[src/mtcs_pkg.sv]
`timescale 1ns / 1ps
// ----------------------------------------------------------------------------
// mtcs_pkg
// Shared types and constants for the missing tooth crank/cam sync decoder.
// ----------------------------------------------------------------------------
package mtcs_pkg;

  // Field widths
  localparam int IVL_W = 32;  // tooth interval in timer ticks
  localparam int CNT_W = 7;   // tooth counter
  localparam int CAM_W = 8;   // cam pulse counter

  // Parameter defaults
  localparam int TEETH_PER_REV_DEF = 32;
  localparam int TEETH_TO_LOCK_DEF = 10;

  // Sync state
  typedef enum logic [1:0] {
    SYNC_NONE,
    SYNC_PARTIAL,
    SYNC_FULL
  } sync_state_t;

  // One crank tooth event
  typedef struct packed {
    logic [IVL_W-1:0] tooth_interval;
    logic             cam_edge;
  } tooth_t;

  // One decoder result
  typedef struct packed {
    logic             tooth_accepted;
    logic             is_synced;
    logic             is_semi_synced;
    logic [CNT_W-1:0] tooth_position;
    logic             sync_lost;
  } result_t;

  // Interval compares from the gap detector
  typedef struct packed {
    logic all_valid;  // all three intervals measured
    logic gap;        // long gap at this tooth
    logic overrun;    // current interval above twice the previous one
  } gap_flags_t;

endpackage

[src/mtcs_ifs.sv]
`timescale 1ns / 1ps
// ----------------------------------------------------------------------------
// mtcs interfaces
// Valid/ready channels for tooth events, sync results and configuration.
// ----------------------------------------------------------------------------
interface tooth_if;
  logic                       valid;
  logic                       ready;
  logic [mtcs_pkg::IVL_W-1:0] tooth_interval;
  logic                       cam_edge;

  modport source (output valid, output tooth_interval, output cam_edge, input ready);
  modport sink   (input valid, input tooth_interval, input cam_edge, output ready);
endinterface

interface sync_if;
  logic                       valid;
  logic                       ready;
  logic                       tooth_accepted;
  logic                       is_synced;
  logic                       is_semi_synced;
  logic [mtcs_pkg::CNT_W-1:0] tooth_position;
  logic                       sync_lost;

  modport source (output valid, output tooth_accepted, output is_synced,
                  output is_semi_synced, output tooth_position, output sync_lost,
                  input ready);
  modport sink   (input valid, input tooth_accepted, input is_synced,
                  input is_semi_synced, input tooth_position, input sync_lost,
                  output ready);
endinterface

interface cfg_if;
  logic valid;
  logic ready;
  logic cam_phase_mode;

  modport source (output valid, output cam_phase_mode, input ready);
  modport sink   (input valid, input cam_phase_mode, output ready);
endinterface

[src/missing_tooth_crank_cam_sync.sv]
`timescale 1ns / 1ps
// ----------------------------------------------------------------------------
// missing_tooth_crank_cam_sync
// Crank/cam sync decoder for a missing tooth trigger wheel.
// ----------------------------------------------------------------------------
// Usage:
//   tooth_in : one crank tooth event per transfer (interval, cam edge flag).
//   sync_out : one result per tooth (accepted, sync flags, position, lost).
//   cfg      : writes cam_phase_mode; always ready, write only while idle.
// Timing:
//   A tooth is captured in an input register, decoded through one pass of
//   compare and counter logic, and the result lands in the output register.
//   The result is offered on sync_out from the output register, behind the
//   input register. One tooth per cycle is sustained while sync_out is ready;
//   the decoder state register closes the only loop.
// Reset:
//   rst clears interval history, sync state, counters, the mode register and
//   both pipeline stages.
// Stall:
//   While sync_out is held, the input register still takes one tooth; after
//   that tooth_in.ready drops until the output register frees up.
// ----------------------------------------------------------------------------
module missing_tooth_crank_cam_sync #(
  parameter int TEETH_PER_REV = mtcs_pkg::TEETH_PER_REV_DEF,
  parameter int TEETH_TO_LOCK = mtcs_pkg::TEETH_TO_LOCK_DEF
) (
  input logic    clk,
  input logic    rst,
  tooth_if.sink  tooth_in,
  sync_if.source sync_out,
  cfg_if.sink    cfg
);

  logic              cam_phase_mode;
  logic              in_valid;
  mtcs_pkg::tooth_t  in_item;
  logic              out_valid;
  mtcs_pkg::result_t out_item;
  mtcs_pkg::result_t step_res;
  logic              advance;

  // Decode fires when an item is held and the output slot is free
  assign advance        = in_valid && (!out_valid || sync_out.ready);
  assign tooth_in.ready = !in_valid || advance;
  assign cfg.ready      = 1'b1;

  // Mode register
  always_ff @(posedge clk) begin
    if (rst) begin
      cam_phase_mode <= 1'b0;
    end else if (cfg.valid) begin
      cam_phase_mode <= cfg.cam_phase_mode;
    end
  end

  // Input register
  always_ff @(posedge clk) begin
    if (rst) begin
      in_valid <= 1'b0;
    end else if (tooth_in.ready) begin
      in_valid <= tooth_in.valid;
    end
  end

  always_ff @(posedge clk) begin
    if (tooth_in.valid && tooth_in.ready) begin
      in_item.tooth_interval <= tooth_in.tooth_interval;
      in_item.cam_edge       <= tooth_in.cam_edge;
    end
  end

  mtcs_step #(
    .TEETH_PER_REV (TEETH_PER_REV),
    .TEETH_TO_LOCK (TEETH_TO_LOCK)
  ) u_step (
    .clk      (clk),
    .rst      (rst),
    .step     (advance),
    .item     (in_item),
    .cam_mode (cam_phase_mode),
    .res      (step_res)
  );

  // Output register
  always_ff @(posedge clk) begin
    if (rst) begin
      out_valid <= 1'b0;
    end else if (!out_valid || sync_out.ready) begin
      out_valid <= in_valid;
    end
  end

  always_ff @(posedge clk) begin
    if (advance) begin
      out_item <= step_res;
    end
  end

  assign sync_out.valid          = out_valid;
  assign sync_out.tooth_accepted = out_item.tooth_accepted;
  assign sync_out.is_synced      = out_item.is_synced;
  assign sync_out.is_semi_synced = out_item.is_semi_synced;
  assign sync_out.tooth_position = out_item.tooth_position;
  assign sync_out.sync_lost      = out_item.sync_lost;

  // Checks
  a_one_sync_level: assert property (@(posedge clk) disable iff (rst)
    out_valid |-> !(out_item.is_synced && out_item.is_semi_synced))
    else $error("synced and semi-synced together");

  a_lost_clears: assert property (@(posedge clk) disable iff (rst)
    (out_valid && out_item.sync_lost) |->
      (!out_item.is_synced && !out_item.is_semi_synced && out_item.tooth_position == '0))
    else $error("sync loss left state behind");

  a_accept_synced: assert property (@(posedge clk) disable iff (rst)
    (out_valid && out_item.tooth_accepted) |-> (out_item.is_synced && !out_item.sync_lost))
    else $error("tooth accepted without sync");

  a_stall_only_full: assert property (@(posedge clk) disable iff (rst)
    !tooth_in.ready |-> (in_valid && out_valid && !sync_out.ready))
    else $error("input stalled with free slot");

endmodule

[src/mtcs_gap.sv]
`timescale 1ns / 1ps
// ----------------------------------------------------------------------------
// mtcs_gap
// Interval compares: long gap detection and overlong tooth detection.
// ----------------------------------------------------------------------------
module mtcs_gap (
  input  logic [mtcs_pkg::IVL_W-1:0] cur,
  input  logic [mtcs_pkg::IVL_W-1:0] last,
  input  logic [mtcs_pkg::IVL_W-1:0] last1,
  output mtcs_pkg::gap_flags_t       flags
);

  logic [mtcs_pkg::IVL_W:0] cur_x2;
  logic [mtcs_pkg::IVL_W:0] last_x2;

  // Doubling at one extra bit never overflows
  assign cur_x2  = {cur, 1'b0};
  assign last_x2 = {last, 1'b0};

  assign flags.all_valid = (cur != '0) && (last != '0) && (last1 != '0);
  assign flags.gap       = ({1'b0, last} > cur_x2) && (last1 <= last);
  assign flags.overrun   = ({1'b0, cur} > last_x2);

endmodule

[src/mtcs_step.sv]
`timescale 1ns / 1ps
// ----------------------------------------------------------------------------
// mtcs_step
// Decoder state and its per-tooth update. The result reflects the state
// after the tooth presented on item; state moves when step is high.
// ----------------------------------------------------------------------------
module mtcs_step #(
  parameter int TEETH_PER_REV = mtcs_pkg::TEETH_PER_REV_DEF,
  parameter int TEETH_TO_LOCK = mtcs_pkg::TEETH_TO_LOCK_DEF
) (
  input  logic              clk,
  input  logic              rst,
  input  logic              step,
  input  mtcs_pkg::tooth_t  item,
  input  logic              cam_mode,
  output mtcs_pkg::result_t res
);

  localparam int CW = mtcs_pkg::CNT_W;
  localparam int AW = mtcs_pkg::CAM_W;
  localparam logic [CW-1:0] LOCK_CNT  = CW'(TEETH_TO_LOCK);
  localparam logic [CW-1:0] CAM_START = CW'(TEETH_PER_REV + 1);
  localparam logic [CW:0]   REV_1     = (CW + 1)'(TEETH_PER_REV);
  localparam logic [CW:0]   REV_2     = (CW + 1)'(2 * TEETH_PER_REV);
  localparam logic [AW-1:0] CAM_ONE   = AW'(1);
  localparam logic [AW-1:0] CAM_TWO   = AW'(2);

  // State registers
  logic [mtcs_pkg::IVL_W-1:0] previous_interval;
  logic [mtcs_pkg::IVL_W-1:0] older_interval;
  mtcs_pkg::sync_state_t      state;
  mtcs_pkg::sync_state_t      state_next;
  logic [CW-1:0]              tooth_counter;
  logic [CW-1:0]              tooth_counter_next;
  logic [AW-1:0]              cam_pulse_count;
  logic [AW-1:0]              cam_pulse_count_next;

  mtcs_pkg::gap_flags_t flags;
  logic [CW-1:0] cnt_inc;
  logic [CW:0]   wrap_len;
  logic [AW-1:0] cam_inc;
  logic          gap_ok;
  logic          at_lock;
  logic          lock_ok;
  logic          drop;
  logic          accepted;

  mtcs_gap u_gap (
    .cur   (item.tooth_interval),
    .last  (previous_interval),
    .last1 (older_interval),
    .flags (flags)
  );

  // Shared terms
  assign cnt_inc  = tooth_counter + CW'(1);
  assign cam_inc  = item.cam_edge ? cam_pulse_count + AW'(1) : cam_pulse_count;
  assign wrap_len = cam_mode ? REV_2 : REV_1;
  assign gap_ok   = flags.all_valid && flags.gap;
  assign at_lock  = gap_ok && (cnt_inc == LOCK_CNT);
  assign lock_ok  = !cam_mode || (cam_inc == CAM_ONE) || (cam_inc == CAM_TWO);
  assign drop     = (({1'b0, cnt_inc} == REV_1) || ({1'b0, cnt_inc} == REV_2))
                    && flags.overrun;

  // Next sync state
  always_comb begin
    state_next = state;
    unique case (state)
      mtcs_pkg::SYNC_NONE: begin
        if (gap_ok) state_next = mtcs_pkg::SYNC_PARTIAL;
      end
      mtcs_pkg::SYNC_PARTIAL: begin
        if (at_lock && lock_ok) state_next = mtcs_pkg::SYNC_FULL;
      end
      mtcs_pkg::SYNC_FULL: begin
        if (drop) state_next = mtcs_pkg::SYNC_NONE;
      end
      default: state_next = mtcs_pkg::SYNC_NONE;
    endcase
  end

  // Counters and flags per state
  always_comb begin
    tooth_counter_next   = tooth_counter;
    cam_pulse_count_next = cam_inc;
    accepted             = 1'b0;
    unique case (state)
      mtcs_pkg::SYNC_NONE: begin
        if (gap_ok) begin
          tooth_counter_next   = '0;
          cam_pulse_count_next = '0;
        end
      end
      mtcs_pkg::SYNC_PARTIAL: begin
        if (flags.all_valid) begin
          tooth_counter_next = cnt_inc;
          if (at_lock && lock_ok) begin
            tooth_counter_next = (cam_mode && cam_inc == CAM_ONE) ? CAM_START : CW'(1);
          end else if (gap_ok) begin
            tooth_counter_next   = '0;
            cam_pulse_count_next = '0;
          end
        end
      end
      mtcs_pkg::SYNC_FULL: begin
        if (drop) begin
          tooth_counter_next   = '0;
          cam_pulse_count_next = '0;
        end else begin
          tooth_counter_next = ({1'b0, cnt_inc} >= wrap_len) ? '0 : cnt_inc;
          accepted           = 1'b1;
        end
      end
      default: begin
        tooth_counter_next   = '0;
        cam_pulse_count_next = '0;
      end
    endcase
  end

  // Result from the post-step state
  assign res.tooth_accepted = accepted;
  assign res.is_synced      = (state_next == mtcs_pkg::SYNC_FULL);
  assign res.is_semi_synced = (state_next == mtcs_pkg::SYNC_PARTIAL);
  assign res.tooth_position = tooth_counter_next;
  assign res.sync_lost      = (state == mtcs_pkg::SYNC_FULL) && drop;

  // State update
  always_ff @(posedge clk) begin
    if (rst) begin
      previous_interval <= '0;
      older_interval    <= '0;
      state             <= mtcs_pkg::SYNC_NONE;
      tooth_counter     <= '0;
      cam_pulse_count   <= '0;
    end else if (step) begin
      previous_interval <= item.tooth_interval;
      older_interval    <= previous_interval;
      state             <= state_next;
      tooth_counter     <= tooth_counter_next;
      cam_pulse_count   <= cam_pulse_count_next;
    end
  end

endmodule
[src/flat_wrapper.sv]
// flat-port wrapper written by rule: the top's interface ports become plain ports
module missing_tooth_crank_cam_sync_flat 
#(
  parameter int TEETH_PER_REV = mtcs_pkg::TEETH_PER_REV_DEF,
  parameter int TEETH_TO_LOCK = mtcs_pkg::TEETH_TO_LOCK_DEF
)
  (clk, rst, tooth_in_valid, tooth_in_tooth_interval, tooth_in_cam_edge, tooth_in_ready, sync_out_valid, sync_out_tooth_accepted, sync_out_is_synced, sync_out_is_semi_synced, sync_out_tooth_position, sync_out_sync_lost, sync_out_ready, cfg_valid, cfg_cam_phase_mode, cfg_ready);
  tooth_if tooth_in_i ();
  sync_if sync_out_i ();
  cfg_if cfg_i ();
  input logic clk;
  input logic rst;
  input wire logic [$bits(tooth_in_i.valid)-1:0] tooth_in_valid;
  input wire logic [$bits(tooth_in_i.tooth_interval)-1:0] tooth_in_tooth_interval;
  input wire logic [$bits(tooth_in_i.cam_edge)-1:0] tooth_in_cam_edge;
  output wire logic [$bits(tooth_in_i.ready)-1:0] tooth_in_ready;
  output wire logic [$bits(sync_out_i.valid)-1:0] sync_out_valid;
  output wire logic [$bits(sync_out_i.tooth_accepted)-1:0] sync_out_tooth_accepted;
  output wire logic [$bits(sync_out_i.is_synced)-1:0] sync_out_is_synced;
  output wire logic [$bits(sync_out_i.is_semi_synced)-1:0] sync_out_is_semi_synced;
  output wire logic [$bits(sync_out_i.tooth_position)-1:0] sync_out_tooth_position;
  output wire logic [$bits(sync_out_i.sync_lost)-1:0] sync_out_sync_lost;
  input wire logic [$bits(sync_out_i.ready)-1:0] sync_out_ready;
  input wire logic [$bits(cfg_i.valid)-1:0] cfg_valid;
  input wire logic [$bits(cfg_i.cam_phase_mode)-1:0] cfg_cam_phase_mode;
  output wire logic [$bits(cfg_i.ready)-1:0] cfg_ready;
  assign tooth_in_i.valid = tooth_in_valid;
  assign tooth_in_i.tooth_interval = tooth_in_tooth_interval;
  assign tooth_in_i.cam_edge = tooth_in_cam_edge;
  assign tooth_in_ready = tooth_in_i.ready;
  assign sync_out_valid = sync_out_i.valid;
  assign sync_out_tooth_accepted = sync_out_i.tooth_accepted;
  assign sync_out_is_synced = sync_out_i.is_synced;
  assign sync_out_is_semi_synced = sync_out_i.is_semi_synced;
  assign sync_out_tooth_position = sync_out_i.tooth_position;
  assign sync_out_sync_lost = sync_out_i.sync_lost;
  assign sync_out_i.ready = sync_out_ready;
  assign cfg_i.valid = cfg_valid;
  assign cfg_i.cam_phase_mode = cfg_cam_phase_mode;
  assign cfg_ready = cfg_i.ready;
  missing_tooth_crank_cam_sync #(.TEETH_PER_REV(TEETH_PER_REV), .TEETH_TO_LOCK(TEETH_TO_LOCK)) u_core (.clk(clk), .rst(rst), .tooth_in(tooth_in_i), .sync_out(sync_out_i), .cfg(cfg_i));
endmodule
[config.mk]
export PLATFORM = sky130hd
export DESIGN_NAME = missing_tooth_crank_cam_sync_flat
export DESIGN_NICKNAME = d
export VERILOG_FILES = /design/src/mtcs_pkg.sv /design/src/mtcs_ifs.sv /design/src/missing_tooth_crank_cam_sync.sv /design/src/mtcs_gap.sv /design/src/mtcs_step.sv /design/src/flat_wrapper.sv
export SDC_FILE = /design/constraint.sdc
export NUM_CORES = 1
export LEC_CHECK = 0
export ABC_AREA = 1
export BUFFER_PORTS_ARGS = -buffer_cell sky130_fd_sc_hd__buf_2
export CAP_MARGIN = 0
export CORE_MARGIN = 2
export CORE_UTILIZATION = 45
export DETAILED_ROUTE_END_ITERATION = 10
export GPL_TIMING_DRIVEN = 0
export MAX_ROUTING_LAYER = met4
export PLACE_DENSITY = 0.63
export SYNTH_ARGS = -nofsm -noshare
export SYNTH_HDL_FRONTEND = slang
export SYNTH_SLANG_ARGS = --single-unit
[constraint.sdc]
create_clock -name clk -period 5.8 [get_ports clk]
set_input_delay 0.29 -clock clk [delete_from_list [all_inputs] [get_ports clk]]
set_output_delay 0.29 -clock clk [all_outputs]
set_load 0.02 [all_outputs]
==> summary.md <==
| Metric | Value |
|---|---|
| Seq cells post-synth | `128` |
| ANT cells | `0` |
| Via density per instance | `5.13` |
| DRC viols | `0` |
| Status | `finished, final reports clean` |
| Worst path slowest cell | `dfxtp_1` |
| Syn nets | `1139` |
| Final setup vio count | `0` |
| Crit path top cell by count | `inv_1` |
| Async SR Flop Fraction | `0%` |
| Post-synth cell types | `34` |
| GR Util All Layers | `22.5%` |
| Crit end category | `flip-flop` |
| Wirelength per Cell | `14.6 um` |
| H-Tree Depth | `4` |
| Clock-pin slew on the worst setup and hold paths | `60 ps` |
| VDD IR max | `0.219 mV` |
| Switching part of the total | `28.2%` |
| Final TNS setup | `0 ps` |
| Final worst path period need | `2880 ps` |
| First-pass GRT wire length | `31300 um` |
| Register Area | `3000 um^2` |
| Fin nets | `1208` |
| Clock share of power | `42.6%` |
| Register area share after synthesis | `38.8%` |
| MaxCap Viol Count | `0` |
| Max frequency | `348 MHz` |
| Largest net degree at the start of global routing | `34` |
| Crit start category | `flip-flop` |
| Syn Inst Count | `1001` |
| Switching power | `0.723 mW` |
| Multi-input logic area | `4140 um^2` |
| Final WL | `19100 um` |
| Netlist Area Pre-Place | `7740 um^2` |
| Hold Vio Cnt, Final | `0` |
| PortBufs | `50` |
| Worst min path class | `in -> reg` |
| Main synth FF type | `dfxtp_1` |
| Power Density | `289 nW/um^2` |
| Slew of the pin with the lowest slew margin | `1130 ps` |
| CP required | `5980 ps` |
| Final GP Congestion | `0.855` |
| Cell family with most CP delay | `adder cells` |
| Layout cells sized above 1 | `8.96%` |
| Crit-path cells | `ha_1, nand2_1, inv_2, nand4_1, xor2_1, inv_1, ha_1, nand3_1, o21ai_1, inv_1, nand3_1, o21ai_0, inv_1, nand2_1` |
| Slew Limit Fails | `0` |
| Die height | `135 um` |
| Worst relative slew slack | `24.5%` |
| First-pass DRT Iterations | `5` |
| CP Buf/Inv Count | `4` |
| CTS root buf | `clkbuf_16` |
| CP Max Fanout | `8` |
| Initial antenna violation count | `0` |
| Min-Delay Path Depth | `1` |
| DR iter-0 viols | `399` |
| Max stage delay on crit path | `480 ps` |
| Logic gate share of total power | `16.8%` |
| RSZ-0062 raised after global routing | `no` |
| Die area | `18300 um^2` |
| CTS-repair resized insts | `0` |
| Post-detail-place hpwl | `14100 um` |
| TritonCTS clock tree | `built` |
| Register share of total power | `40.5%` |
| Average cell area after synthesis | `7.74 um^2` |
| Crit path kind | `reg -> reg` |
| Initial Util | `46.4%` |
| Clock Latency Late Sink | `430 ps` |
| R2R depth | `14` |
| Area growth syn-to-layout | `14.7%` |
| CTS sink cnt | `128` |
| Top-count cell post-synth | `nand2_1` |
| # hold bufs at CTS | `0` |
| FILL cells | `1605` |
| Die width | `135 um` |
| Ranking of synthesized cells by area | `dfxtp_1 (22%), edfxtp_1 (17%), ha_1 (16%)` |
| Critical path arrival | `3050 ps` |
| CTS max path bufs | `2` |
| Post-synth top cells | `nand2_1 (194), nor2_1 (170), inv_1 (130), ha_1 (99), dfxtp_1 (84)` |
| Core ar. | `16700 um^2` |
| Post-synth EDFFs | `44` |
| Synth top area share | `21.7%` |
| Detail Route Antenna Nets | `0` |
| Tcrit/Tclk final | `49.6%` |
| Warnings, synthesis | `0` |
| Setup Fix Bufs, Post-CTS | `0` |
| Power, Total | `2.57 mW` |
| Synth area leader | `dfxtp_1` |
| Pleak | `4.13 nW` |
| Stages on worst setup path | `14` |
| Number of primary I/O pins | `53` |
| Number of global-route vias before repair | `6235` |
| Vias | `6690` |
| Design internal power | `1.84 mW` |
| CTS Buf Count | `17` |
| Grt total ovfl | `0` |
| Row count | `47` |
| Fin Clk Skew | `8.37 ps` |
area by class of cell:
class / instances / area share, %
inverter: 132 / 5.58
timing repair buffer: 50 / 2.82
tap: 220 / 3.10
clock inverter: 8 / 0.775
clock buffer: 24 / 6.14
sequential: 128 / 33.8
buffer: 27 / 1.18
multi-input combinational: 714 / 46.6
sequential cells by signal (all words and copies together) (netlist names):
name	cells
u_core.in_item	33
u_core.u_step.older_interval	32
u_core.u_step.previous_interval	32
u_core.u_step.cam_pulse_count	8
u_core.sync_out.tooth_position	7
u_core.u_step.tooth_counter	7
u_core.u_step.state	2
u_core.cam_phase_mode	1
u_core.in_valid	1
u_core.sync_out.is_semi_synced	1
u_core.sync_out.is_synced	1
u_core.sync_out.sync_lost	1
u_core.sync_out.tooth_accepted	1
u_core.sync_out.valid	1
power groups by stage:
stage	Sequential (mW)	Combinational [mW]	Clock, mW
after floorplan	1.05	0.306	0
after global placement	1.06	0.420	0
after detailed placement	1.06	0.427	0
after CTS	1.04	0.431	1.11
after global routing	1.05	0.500	1.16
final	1.04	0.432	1.09
placed cells by master (no fill, tap or decap), types with 2 or more instances in the layout:
| master | instances |
|---|---|
| clkbuf_16 | 20 |
| nor2_2 | 4 |
| inv_2 | 3 |
| nand2_2 | 3 |
| xor2_1 | 4 |
| a21oi_1 | 64 |
| clkbuf_1 | 26 |
| o21ai_1 | 5 |
| nand4_1 | 19 |
| nand3b_1 | 2 |
| a211oi_1 | 65 |
| inv_1 | 129 |
| o21ai_0 | 15 |
| clkbuf_8 | 3 |
| nor2_1 | 170 |
| edfxtp_1 | 44 |
| a21o_1 | 4 |
| o21a_1 | 3 |
| nor3_1 | 8 |
| nand2_1 | 194 |
| buf_2 | 50 |
| ha_1 | 99 |
| nand3_1 | 44 |
| clkinv_2 | 5 |
| dfxtp_1 | 84 |
cell families after synthesis:
family,Yosys count,share of synthesized area [%]
compound gates,160,12.8
xor+xnor,6,0.776
fa+ha+maj,99,16.0
buf+inv,159,7.76
flops,128,38.8
other cells,1,0.0484
simple gates,448,23.8
metal layers:
layer  wire length [um]  GRT usage [%]
met3                711           4.15
met5                  0              -
met4                289           6.54
met1               9600           29.9
met2               8470           35.3
worst paths after layout:
| path | start | endpoint | slack (ps) |
|---|---|---|---|
| worst min register to register | u_core.u_step.cam_pulse_count[7] | u_core.u_step.cam_pulse_count[7] | 490 |
| worst max-delay path | u_core.u_step.tooth_counter[0] | u_core.sync_out.tooth_position[4] | 2920 |
| worst max register to register | u_core.u_step.tooth_counter[0] | u_core.sync_out.tooth_position[4] | 2920 |
| worst min-delay path | tooth_in_tooth_interval[23] | u_core.in_item[24] | 30 |
metrics by stage:
step                util, %  hold WS [ps]  cells  worst slack (ps)  area (um^2)
floorplan                 -           389   1001              3390         7740
global placement       49.5           466   1271              3000         8270
detailed placement     49.5           468   1271              2980         8270
CTS                    53.2          21.1   1303              2970         8880
global route           53.2          18.0   1303              2620         8880
finish                 53.2          33.0   1303              2920         8880
(Power assumes the default switching activity.)
